--- src/rtl/cfdf_pkg.sv ---
package cfdf_pkg;

   // Sizing of the seen-card table and the frame buffer.
   localparam int TABLE_ENTRIES = 16;
   localparam int ID_CHARS      = 12;
   localparam int FRAME_LIMIT   = 30;

   localparam int IDX_W  = $clog2(TABLE_ENTRIES);
   localparam int CNT_W  = $clog2(TABLE_ENTRIES + 1);
   localparam int FCNT_W = $clog2(FRAME_LIMIT + 1);

   // Framing bytes and the two frame lengths that carry an ID.
   localparam logic [7:0] BYTE_START = 8'd2;
   localparam logic [7:0] BYTE_END   = 8'd3;
   localparam logic [3:0] SHORT_LEN  = 4'd10;
   localparam logic [3:0] LONG_LEN   = 4'd12;

   // Configuration register indexes and reset values.
   localparam int CSR_IDX_W = 8;
   localparam logic [CSR_IDX_W-1:0] CSR_REPEAT_WINDOW = 8'd0;
   localparam logic [CSR_IDX_W-1:0] CSR_SILENT_WINDOW = 8'd1;
   localparam logic [31:0] REPEAT_WINDOW_RESET = 32'd300000;
   localparam logic [31:0] SILENT_WINDOW_RESET = 32'd4000;

   typedef enum logic [1:0] {
      VERDICT_ACCEPTED   = 2'd0,
      VERDICT_REPEAT     = 2'd1,
      VERDICT_SUPPRESSED = 2'd2
   } verdict_type;

   typedef struct packed {
      logic [7:0]  rx_byte;
      logic [31:0] now_ms;
      logic        scan_enabled;
   } req_type;

   typedef struct packed {
      verdict_type verdict;
      logic [3:0]  id_length;
      logic [31:0] id_head;
      logic [63:0] id_tail;
   } rsp_type;

   // One row of the seen-card table.
   typedef struct packed {
      logic [31:0] head;
      logic [63:0] tail;
      logic        long_id;
      logic [31:0] time_ms;
   } entry_type;

   localparam int ENTRY_W = $bits(entry_type);

   typedef enum logic [1:0] {
      ST_IDLE,
      ST_WALK,
      ST_FINISH
   } state_type;

   typedef struct packed {
      logic accept;
      logic walk;
      logic finish;
   } ctrl_cmd_type;

   typedef struct packed {
      logic end_ok;
      logic walk_last;
      logic out_free;
   } dp_status_type;

endpackage

--- src/rtl/card_frame_dedup_filter.sv ---
// Card reader frame assembler with repeat-scan filtering.
//
// Each request on the req_ channel carries one received byte, the current
// millisecond time and the scan enable flag. A start byte clears the frame, an
// end byte closes it, and other bytes are appended up to the frame limit.
// A request that closes a frame of 10 or 12 characters produces exactly one
// response on the rsp_ channel with the verdict and the packed ID; all other
// requests produce none. Two windows are set through the csr_ write channel,
// which is always ready and is meant to be written while the block is idle.
//
// A byte that does not close a valid frame leaves the block idle. A closing byte
// walks the seen-card table one entry per cycle through its single read port,
// then loads the response into the output register, and the block returns to
// idle to take the next request.
// The response sits in an output register; further bytes are still accepted
// while it waits, but the next frame end holds in its final step until the
// receiver has taken the previous response.
// Reset empties the table and the frame buffer and restores both windows.
module card_frame_dedup_filter (
   input  logic                              clock,
   input  logic                              reset,
   input  logic                              req_valid,
   output logic                              req_ready,
   input  cfdf_pkg::req_type                 req_data,
   output logic                              rsp_valid,
   input  logic                              rsp_ready,
   output cfdf_pkg::rsp_type                 rsp_data,
   input  logic                              csr_valid,
   output logic                              csr_ready,
   input  logic [cfdf_pkg::CSR_IDX_W-1:0]    csr_index,
   input  logic [31:0]                       csr_wdata
);

   cfdf_pkg::ctrl_cmd_type  cmd;
   cfdf_pkg::dp_status_type status;

   // Register writes never stall.
   assign csr_ready = 1'b1;

   // The controller sequences accept, table walk and result hand-off.
   cfdf_ctrl u_ctrl (
      .clock    (clock),
      .reset    (reset),
      .req_valid(req_valid),
      .status   (status),
      .cmd      (cmd),
      .req_ready(req_ready)
   );

   // The datapath holds the frame, the table and the result register.
   cfdf_dp u_dp (
      .clock    (clock),
      .reset    (reset),
      .cmd      (cmd),
      .status   (status),
      .req_data (req_data),
      .rsp_valid(rsp_valid),
      .rsp_ready(rsp_ready),
      .rsp_data (rsp_data),
      .csr_valid(csr_valid),
      .csr_index(csr_index),
      .csr_wdata(csr_wdata)
   );

   // Only one controller command is active at a time.
   assert property (@(posedge clock) disable iff (reset)
      $onehot0({cmd.accept, cmd.walk, cmd.finish}))
      else $error("more than one controller command active");

   // A result is loaded only when the output register is free.
   assert property (@(posedge clock) disable iff (reset)
      cmd.finish |-> status.out_free)
      else $error("result loaded over a pending response");

   // A valid frame end makes the block busy on the next cycle.
   assert property (@(posedge clock) disable iff (reset)
      (req_valid && req_ready && status.end_ok) |=> (!req_ready && cmd.walk))
      else $error("frame end did not start a table walk");

   // Every response carries one of the two ID lengths.
   assert property (@(posedge clock) disable iff (reset)
      rsp_valid |-> ((rsp_data.id_length == cfdf_pkg::SHORT_LEN) ||
                     (rsp_data.id_length == cfdf_pkg::LONG_LEN)))
      else $error("response with an illegal ID length");

endmodule

--- src/rtl/cfdf_ram.sv ---
module cfdf_ram #(
   parameter int WIDTH = 8,
   parameter int DEPTH = 16,
   localparam int ADDR_W = $clog2(DEPTH)
) (
   input  logic              clock,
   input  logic              wr_en,
   input  logic [ADDR_W-1:0] wr_addr,
   input  logic [WIDTH-1:0]  wr_data,
   input  logic              rd_en,
   input  logic [ADDR_W-1:0] rd_addr,
   output logic [WIDTH-1:0]  rd_data
);

   logic [WIDTH-1:0] mem_ff [DEPTH];
   logic [WIDTH-1:0] rd_data_ff;

   always_ff @(posedge clock) begin
      if (wr_en) begin
         mem_ff[wr_addr] <= wr_data;
      end
      if (rd_en) begin
         rd_data_ff <= mem_ff[rd_addr];
      end
   end

   assign rd_data = rd_data_ff;

endmodule

--- src/rtl/cfdf_ctrl.sv ---
module cfdf_ctrl (
   input  logic                    clock,
   input  logic                    reset,
   input  logic                    req_valid,
   input  cfdf_pkg::dp_status_type status,
   output cfdf_pkg::ctrl_cmd_type  cmd,
   output logic                    req_ready
);

   cfdf_pkg::state_type state_ff;
   cfdf_pkg::state_type state_in;

   always_ff @(posedge clock) begin
      if (reset) begin
         state_ff <= cfdf_pkg::ST_IDLE;
      end else begin
         state_ff <= state_in;
      end
   end

   always_comb begin
      state_in = state_ff;
      unique case (state_ff)
         cfdf_pkg::ST_IDLE: begin
            if (req_valid && status.end_ok) begin
               state_in = cfdf_pkg::ST_WALK;
            end
         end
         cfdf_pkg::ST_WALK: begin
            if (status.walk_last) begin
               state_in = cfdf_pkg::ST_FINISH;
            end
         end
         cfdf_pkg::ST_FINISH: begin
            if (status.out_free) begin
               state_in = cfdf_pkg::ST_IDLE;
            end
         end
         default: begin
            state_in = cfdf_pkg::ST_IDLE;
         end
      endcase
   end

   always_comb begin
      cmd       = '0;
      req_ready = 1'b0;
      unique case (state_ff)
         cfdf_pkg::ST_IDLE: begin
            req_ready  = 1'b1;
            cmd.accept = req_valid;
         end
         cfdf_pkg::ST_WALK: begin
            cmd.walk = 1'b1;
         end
         cfdf_pkg::ST_FINISH: begin
            cmd.finish = status.out_free;
         end
         default: begin
            cmd = '0;
         end
      endcase
   end

endmodule

--- src/rtl/cfdf_dp.sv ---
module cfdf_dp (
   input  logic                                 clock,
   input  logic                                 reset,
   input  cfdf_pkg::ctrl_cmd_type               cmd,
   output cfdf_pkg::dp_status_type              status,
   input  cfdf_pkg::req_type                    req_data,
   output logic                                 rsp_valid,
   input  logic                                 rsp_ready,
   output cfdf_pkg::rsp_type                    rsp_data,
   input  logic                                 csr_valid,
   input  logic [cfdf_pkg::CSR_IDX_W-1:0]       csr_index,
   input  logic [31:0]                          csr_wdata
);

   localparam int N      = cfdf_pkg::TABLE_ENTRIES;
   localparam int NCH    = cfdf_pkg::ID_CHARS;
   localparam int IDX_W  = cfdf_pkg::IDX_W;
   localparam int CNT_W  = cfdf_pkg::CNT_W;
   localparam int FCNT_W = cfdf_pkg::FCNT_W;
   localparam int ENTRY_BITS = cfdf_pkg::ENTRY_W;

   // Configuration.
   logic [31:0] repeat_ff, repeat_in;
   logic [31:0] silent_ff, silent_in;

   // Frame assembly.
   logic [7:0]        chars_ff [NCH];
   logic [7:0]        chars_in [NCH];
   logic [FCNT_W-1:0] count_ff, count_in;

   // The ID under test and its arrival time.
   logic [31:0] id_head_ff, id_head_in;
   logic [63:0] id_tail_ff, id_tail_in;
   logic        long_ff, long_in;
   logic [31:0] now_ff, now_in;

   // Table walk.
   logic [CNT_W-1:0] walk_cnt_ff, walk_cnt_in;
   logic             chk_vld_ff, chk_vld_in;
   logic [IDX_W-1:0] chk_idx_ff, chk_idx_in;
   logic [N-1:0]     valid_ff, valid_in;
   logic             hit_found_ff, hit_found_in;
   logic [IDX_W-1:0] hit_idx_ff, hit_idx_in;
   logic [31:0]      hit_age_ff, hit_age_in;
   logic             free_found_ff, free_found_in;
   logic [IDX_W-1:0] free_idx_ff, free_idx_in;
   logic             old_ok_ff, old_ok_in;
   logic [IDX_W-1:0] old_idx_ff, old_idx_in;
   logic [31:0]      old_age_ff, old_age_in;

   // Result register.
   logic              rsp_valid_ff, rsp_valid_in;
   cfdf_pkg::rsp_type rsp_data_ff, rsp_data_in;

   // Combinational helpers.
   logic [7:0]          char_vis [NCH];
   logic [31:0]         pk_head;
   logic [63:0]         pk_tail;
   logic                walk_rd;
   logic [ENTRY_BITS-1:0] rd_data;
   cfdf_pkg::entry_type ent;
   logic [31:0]         age;
   logic                live;
   logic                stale;
   logic                match;
   logic                is_repeat;
   logic                is_quiet;
   logic [IDX_W-1:0]    slot;
   logic                wr_en;
   cfdf_pkg::entry_type wr_entry;
   cfdf_pkg::verdict_type verdict;

   // Characters past the count read as zero.
   always_comb begin
      for (int k = 0; k < NCH; k++) begin
         char_vis[k] = (FCNT_W'(k) < count_ff) ? chars_ff[k] : 8'd0;
      end
      pk_head = '0;
      pk_tail = '0;
      for (int k = 0; k < 4; k++) begin
         pk_head = {pk_head[23:0], char_vis[k]};
      end
      for (int k = 4; k < NCH; k++) begin
         pk_tail = {pk_tail[55:0], char_vis[k]};
      end
   end

   assign status.end_ok = req_data.scan_enabled && (req_data.rx_byte == cfdf_pkg::BYTE_END) &&
                          ((count_ff == FCNT_W'(cfdf_pkg::SHORT_LEN)) ||
                           (count_ff == FCNT_W'(cfdf_pkg::LONG_LEN)));
   assign status.walk_last = (walk_cnt_ff == CNT_W'(N));
   assign status.out_free  = !rsp_valid_ff || rsp_ready;

   assign walk_rd = cmd.walk && (walk_cnt_ff < CNT_W'(N));

   // Per-entry evaluation on the registered read data.
   assign ent   = cfdf_pkg::entry_type'(rd_data);
   assign age   = now_ff - ent.time_ms;
   assign stale = valid_ff[chk_idx_ff] && (age > repeat_ff);
   assign live  = valid_ff[chk_idx_ff] && !(age > repeat_ff);
   assign match = (ent.head == id_head_ff) && (ent.tail == id_tail_ff) &&
                  (ent.long_id == long_ff);

   // Final decision once the walk is over.
   assign is_repeat = hit_found_ff && (hit_age_ff < repeat_ff);
   assign is_quiet  = is_repeat && (hit_age_ff < silent_ff);
   assign slot      = hit_found_ff ? hit_idx_ff : (free_found_ff ? free_idx_ff : old_idx_ff);
   assign wr_en     = cmd.finish && !is_quiet;

   always_comb begin
      if (is_quiet) begin
         verdict = cfdf_pkg::VERDICT_SUPPRESSED;
      end else if (is_repeat) begin
         verdict = cfdf_pkg::VERDICT_REPEAT;
      end else begin
         verdict = cfdf_pkg::VERDICT_ACCEPTED;
      end
      wr_entry.head    = id_head_ff;
      wr_entry.tail    = id_tail_ff;
      wr_entry.long_id = long_ff;
      wr_entry.time_ms = now_ff;
   end

   cfdf_ram #(
      .WIDTH(ENTRY_BITS),
      .DEPTH(N)
   ) u_table (
      .clock  (clock),
      .wr_en  (wr_en),
      .wr_addr(slot),
      .wr_data(wr_entry),
      .rd_en  (walk_rd),
      .rd_addr(walk_cnt_ff[IDX_W-1:0]),
      .rd_data(rd_data)
   );

   always_comb begin
      repeat_in     = repeat_ff;
      silent_in     = silent_ff;
      chars_in      = chars_ff;
      count_in      = count_ff;
      id_head_in    = id_head_ff;
      id_tail_in    = id_tail_ff;
      long_in       = long_ff;
      now_in        = now_ff;
      walk_cnt_in   = walk_cnt_ff;
      chk_vld_in    = 1'b0;
      chk_idx_in    = chk_idx_ff;
      valid_in      = valid_ff;
      hit_found_in  = hit_found_ff;
      hit_idx_in    = hit_idx_ff;
      hit_age_in    = hit_age_ff;
      free_found_in = free_found_ff;
      free_idx_in   = free_idx_ff;
      old_ok_in     = old_ok_ff;
      old_idx_in    = old_idx_ff;
      old_age_in    = old_age_ff;
      rsp_valid_in  = rsp_valid_ff;
      rsp_data_in   = rsp_data_ff;

      if (csr_valid) begin
         if (csr_index == cfdf_pkg::CSR_REPEAT_WINDOW) begin
            repeat_in = csr_wdata;
         end else if (csr_index == cfdf_pkg::CSR_SILENT_WINDOW) begin
            silent_in = csr_wdata;
         end
      end

      if (cmd.accept) begin
         if (!req_data.scan_enabled || (req_data.rx_byte == cfdf_pkg::BYTE_START)) begin
            count_in = '0;
         end else if (req_data.rx_byte == cfdf_pkg::BYTE_END) begin
            count_in      = '0;
            id_head_in    = pk_head;
            id_tail_in    = pk_tail;
            long_in       = (count_ff == FCNT_W'(cfdf_pkg::LONG_LEN));
            now_in        = req_data.now_ms;
            walk_cnt_in   = '0;
            hit_found_in  = 1'b0;
            free_found_in = 1'b0;
            old_ok_in     = 1'b0;
            old_idx_in    = '0;
            old_age_in    = '0;
         end else if (count_ff < FCNT_W'(cfdf_pkg::FRAME_LIMIT)) begin
            for (int k = 0; k < NCH; k++) begin
               if (count_ff == FCNT_W'(k)) begin
                  chars_in[k] = req_data.rx_byte;
               end
            end
            count_in = count_ff + FCNT_W'(1);
         end
      end

      if (walk_rd) begin
         walk_cnt_in = walk_cnt_ff + CNT_W'(1);
         chk_vld_in  = 1'b1;
         chk_idx_in  = walk_cnt_ff[IDX_W-1:0];
      end

      if (chk_vld_ff) begin
         // Entries past the repeat window are aged out as the walk passes them.
         if (stale) begin
            valid_in[chk_idx_ff] = 1'b0;
         end
         if (live && match && !hit_found_ff) begin
            hit_found_in = 1'b1;
            hit_idx_in   = chk_idx_ff;
            hit_age_in   = age;
         end
         if (!live && !free_found_ff) begin
            free_found_in = 1'b1;
            free_idx_in   = chk_idx_ff;
         end
         // Strictly greater keeps the lowest index on a tie.
         if (live && ((age > old_age_ff) || ((old_age_ff == '0) && !old_ok_ff))) begin
            old_ok_in  = 1'b1;
            old_idx_in = chk_idx_ff;
            old_age_in = age;
         end
      end

      if (rsp_valid_ff && rsp_ready) begin
         rsp_valid_in = 1'b0;
      end
      if (cmd.finish) begin
         if (wr_en) begin
            valid_in[slot] = 1'b1;
         end
         rsp_valid_in          = 1'b1;
         rsp_data_in.verdict   = verdict;
         rsp_data_in.id_length = long_ff ? cfdf_pkg::LONG_LEN : cfdf_pkg::SHORT_LEN;
         rsp_data_in.id_head   = id_head_ff;
         rsp_data_in.id_tail   = id_tail_ff;
      end
   end

   always_ff @(posedge clock) begin
      if (reset) begin
         repeat_ff    <= cfdf_pkg::REPEAT_WINDOW_RESET;
         silent_ff    <= cfdf_pkg::SILENT_WINDOW_RESET;
         count_ff     <= '0;
         walk_cnt_ff  <= '0;
         chk_vld_ff   <= 1'b0;
         valid_ff     <= '0;
         rsp_valid_ff <= 1'b0;
      end else begin
         repeat_ff    <= repeat_in;
         silent_ff    <= silent_in;
         count_ff     <= count_in;
         walk_cnt_ff  <= walk_cnt_in;
         chk_vld_ff   <= chk_vld_in;
         valid_ff     <= valid_in;
         rsp_valid_ff <= rsp_valid_in;
      end
   end

   always_ff @(posedge clock) begin
      chars_ff      <= chars_in;
      id_head_ff    <= id_head_in;
      id_tail_ff    <= id_tail_in;
      long_ff       <= long_in;
      now_ff        <= now_in;
      chk_idx_ff    <= chk_idx_in;
      hit_found_ff  <= hit_found_in;
      hit_idx_ff    <= hit_idx_in;
      hit_age_ff    <= hit_age_in;
      free_found_ff <= free_found_in;
      free_idx_ff   <= free_idx_in;
      old_ok_ff     <= old_ok_in;
      old_idx_ff    <= old_idx_in;
      old_age_ff    <= old_age_in;
      rsp_data_ff   <= rsp_data_in;
   end

   assign rsp_valid = rsp_valid_ff;
   assign rsp_data  = rsp_data_ff;

endmodule
--- config.mk ---
export PLATFORM = sky130hd
export DESIGN_NAME = card_frame_dedup_filter
export DESIGN_NICKNAME = d
export VERILOG_FILES = /design/src/rtl/cfdf_pkg.sv /design/src/rtl/card_frame_dedup_filter.sv /design/src/rtl/cfdf_ram.sv /design/src/rtl/cfdf_ctrl.sv /design/src/rtl/cfdf_dp.sv
export SDC_FILE = /design/constraint.sdc
export NUM_CORES = 2
export LEC_CHECK = 0
export BUFFER_PORTS_ARGS = -buffer_cell sky130_fd_sc_hd__buf_2
export CAP_MARGIN = 40
export CORE_AREA = 2 2 422 424
export DETAILED_ROUTE_END_ITERATION = 16
export DIE_AREA = 0 0 424 426
export MAX_ROUTING_LAYER = met4
export PLACE_DENSITY = 0.79
export SLEW_MARGIN = 30
export SYNTH_ARGS = -nofsm -noshare
export SYNTH_HDL_FRONTEND = slang
export SYNTH_HIERARCHICAL = 1
export SYNTH_SLANG_ARGS = --single-unit
--- constraint.sdc ---
create_clock -name clock -period 23.8 [get_ports clock]
set_input_delay 3.57 -clock clock [delete_from_list [all_inputs] [get_ports clock]]
set_output_delay 3.57 -clock clock [all_outputs]
set_load 0.005 [all_outputs]
==> flow_metrics.env <==
export IMPL_nFillCells=10433
export IMPL_synth_top_cells_by_area="edfxtp_1 73%, mux4_2 11%, dfxtp_1 2.5%"
export IMPL_yosys_warnings=6
export IMPL_synth_compound_area_share_pct=4.65
export IMPL_worstHoldPathType="reg2reg"
export IMPL_die_height_um=426
export IMPL_status="completed"
export IMPL_path_class="in2reg"
export IMPL_synthArstFlopShare_pct=0
export IMPL_insertion_delay_ns=0.94
export IMPL_portBuffers=187
export IMPL_worst_hold_slack_ns=0.453
export IMPL_post_cts_resized=0
export IMPL_io_pins=191
export IMPL_synth_top_family_by_area="multiplexers"
export IMPL_vias=56033
export IMPL_synth_mux_area_share_pct=11.4
export IMPL_drv_cap=0
export IMPL_ys_seq_elements=2695
export IMPL_cts_setup_buffers=0
export IMPL_place_inst=7795
export IMPL_drtAntennaViolNets=0
export IMPL_post_dp_cell_area_sq_mm=0.109
export IMPL_fin_crit_ns=7.39
export IMPL_avgRoutedWirePerCell_um=32.7
export IMPL_cts_max_path_buffers=4
export IMPL_synth_simple_area_share_pct=3.53
export IMPL_viasPerCell=6.76
export IMPL_syn_to_final_growth_pct=12.7
export IMPL_worst_pin_slew_ns=1.08
export IMPL_fin_util_pct=67.3
export IMPL_gp_congestion=0.916
export IMPL_totalNegativeSetupSlack_ns=0
export IMPL_synth_top_cell_area_share_pct=73.3
export IMPL_initial_core_util_pct=59.7
export IMPL_synth_seq_area_share_pct=75.9
export IMPL_p_per_area_mw_per_mm2=79.5
export IMPL_hold_viol=0
export IMPL_dp_hpwl_um=146000
export IMPL_slew_viol_final=0
export IMPL_cp_required_ns=24.32
export IMPL_reg2reg_slack_ns=17.27
export IMPL_yosysUniqueCellTypes=84
export IMPL_core_area_sq_mm=0.176
export IMPL_fin_cells=8285
export IMPL_grt_pass1_vias=56299
export IMPL_drt_pre_antenna_iters=6
export IMPL_antenna_found_initial=10
export IMPL_numCtsBuffers=278
export IMPL_synth_edff_count=2562
export IMPL_htreeDepth=5
export IMPL_setup_viol=0
export IMPL_rsz0062_at_grt="false"
export IMPL_clk_pin_slew_ns=0.06
export IMPL_maxSlewHeadroom_pct=27.7
export IMPL_synth_most_common_cell="edfxtp_1"
export IMPL_overflow=0
export IMPL_synthAdderAreaFrac_pct=1.95
export IMPL_start_kind="input port"
export IMPL_cts_sinks=2695
export IMPL_num_rows=154
export IMPL_drive_above_1_share_pct=22.6
export IMPL_fmax_ghz=0.135
export IMPL_clock_skew_ns=0.0664
export IMPL_layout_setup_ws_ns=16.41
export IMPL_postLayoutCellArea_sq_mm=0.118
export IMPL_grt_max_degree=147
export IMPL_syn_nets=5625
export IMPL_drc=0
export IMPL_cts_root_buf="clkbuf_16"
export IMPL_period_share_pct=31.0
export IMPL_yosysTopAreaCell="edfxtp_1"
export IMPL_synth_xor_area_share_pct=0.785
export IMPL_path_max_fanout=36
export IMPL_postCtsHoldBufs=0
export IMPL_cts_tree="built"
export IMPL_p_total_mw=9.41
export IMPL_synth_area_sq_mm=0.105
export IMPL_die_w_um=424
export IMPL_p_leak_nw=38.5
export IMPL_grt_pass1_wl_um=386000
export IMPL_cp_data_arrival_time_ns=7.91
export IMPL_multi_input_area_sq_mm=0.0236
export IMPL_synth_top_cells_by_count="2,562 x edfxtp_1, 491 x mux4_2, 319 x nand2_1"
export IMPL_fin_nets=6000
export IMPL_drt_iter0_drc=8395
export IMPL_seq_area_sq_mm=0.0796
export IMPL_syn_area_per_cell_sq_um=19.5
export IMPL_wl_um=271000
export IMPL_pre_cts_slack_ns=15.79
export IMPL_die_area_sq_mm=0.181
export IMPL_grtUsageTotal_pct=30.4
export IMPL_cp_end_kind="register"
export IMPL_synth_ff_type="edfxtp_1"
export IMPL_netlist_instances=5376
export IMPL_vdd_drop_max_uv=62.6
-- cell families (layout without fill, tap and decap cells) --
family	Yosys count	count (layout)
flops	2695	2695
simple gates	753	753
compound gates	671	671
mux	573	573
buf+inv	424	985
fa+ha+maj	163	163
xor+xnor	94	94
other cells	3	11
-- worst paths after layout --
kind,start,end,cells after the start
max,rsp_ready,u_dp/u_table/mem_ff[1][92]$_DFFE_PP_,11
min,u_dp/old_idx_ff[0]$_DFF_P_,u_dp/old_idx_ff[0]$_DFF_P_,2
min reg2reg,u_dp/old_idx_ff[0]$_DFF_P_,u_dp/old_idx_ff[0]$_DFF_P_,2
max reg2reg,u_dp/now_ff[0]$_DFFE_PP_,u_dp/old_age_ff[27]$_DFF_P_,20
-- registers in the layout, indices dropped and copies added (netlist names), 5 cells and up --
name / cells
u_dp/old_age_ff: 32
u_dp/now_ff: 32
u_dp/id_head_ff: 32
u_dp/u_table/rd_data: 129
u_dp/chars_ff: 96
u_dp/count_ff: 5
u_dp/rsp_data: 100
u_dp/walk_cnt_ff: 5
u_dp/silent_ff: 32
u_dp/id_tail_ff: 64
u_dp/u_table/mem_ff: 2064
u_dp/repeat_ff: 32
u_dp/valid_ff: 16
u_dp/hit_age_ff: 32
-- area by class of cell --
cell class              count  area share [%]
diodes                      8          0.0169
clock inverters           117            1.04
multi-input cells        2257            20.0
inverters                 185           0.598
flip-flops and latches   2695            67.3
repair buffers            334            2.33
well taps                2340            2.48
clock buffers             349            6.27
-- report_power, final --
| part | leakage (nW) | total, mW | switching (mW) | internal, mW |
|---|---|---|---|---|
| Clock | 4.18 | 4.25 | 1.78 | 2.47 |
| Combinational | 9.52 | 0.0389 | 0.0255 | 0.0134 |
| Sequential | 24.8 | 5.12 | 0.00401 | 5.12 |
-- critical path, stage by stage --
cell and delay, ns:
buf_2 0.07, nand2b_1 0.13, nand2_1 0.10, nor2_4 0.18, inv_1 0.12, nor2_1 0.59, or3b_2 0.64, nor2_4 0.39
buf_4 0.76, buf_4 0.65, buf_4 0.58
-- per-layer routing --
metal  up-vias  routed length, um  GRT usage [%]
met5         -                  0              -
met4         0              13700           13.6
met3       788              29400           6.10
met2      4188             133000           47.4
met1     28569              94900           39.3
li1      22488                  -              -
-- cells in the final DEF, fill, tap and decap left out, types with 26 or more instances in the layout --
| cell type | Yosys | routed |
|---|---|---|
| edfxtp_1 | 2562 | 2562 |
| mux4_2 | 491 | 491 |
| nand2_1 | 319 | 319 |
| clkbuf_16 | 0 | 287 |
| buf_2 | 107 | 190 |
| a22oi_1 | 186 | 186 |
| inv_1 | 185 | 183 |
| ha_1 | 162 | 162 |
| a21oi_1 | 132 | 132 |
| dfxtp_1 | 133 | 129 |
| nor2b_1 | 114 | 109 |
| buf_4 | 21 | 84 |
| nor2_1 | 79 | 63 |
| clkbuf_1 | 90 | 62 |
| xnor2_1 | 58 | 56 |
| a21o_1 | 55 | 55 |
| mux2_2 | 54 | 54 |
| o21ai_0 | 51 | 51 |
| nand4_1 | 50 | 50 |
| clkinv_1 | 0 | 44 |
| a22oi_2 | 40 | 40 |
| xor2_1 | 36 | 36 |
| nand3_1 | 36 | 36 |
| o211ai_1 | 35 | 35 |
| nand2b_1 | 27 | 27 |
| mux2i_1 | 26 | 26 |
No activity file was read; power rests on OpenSTA's default activity.
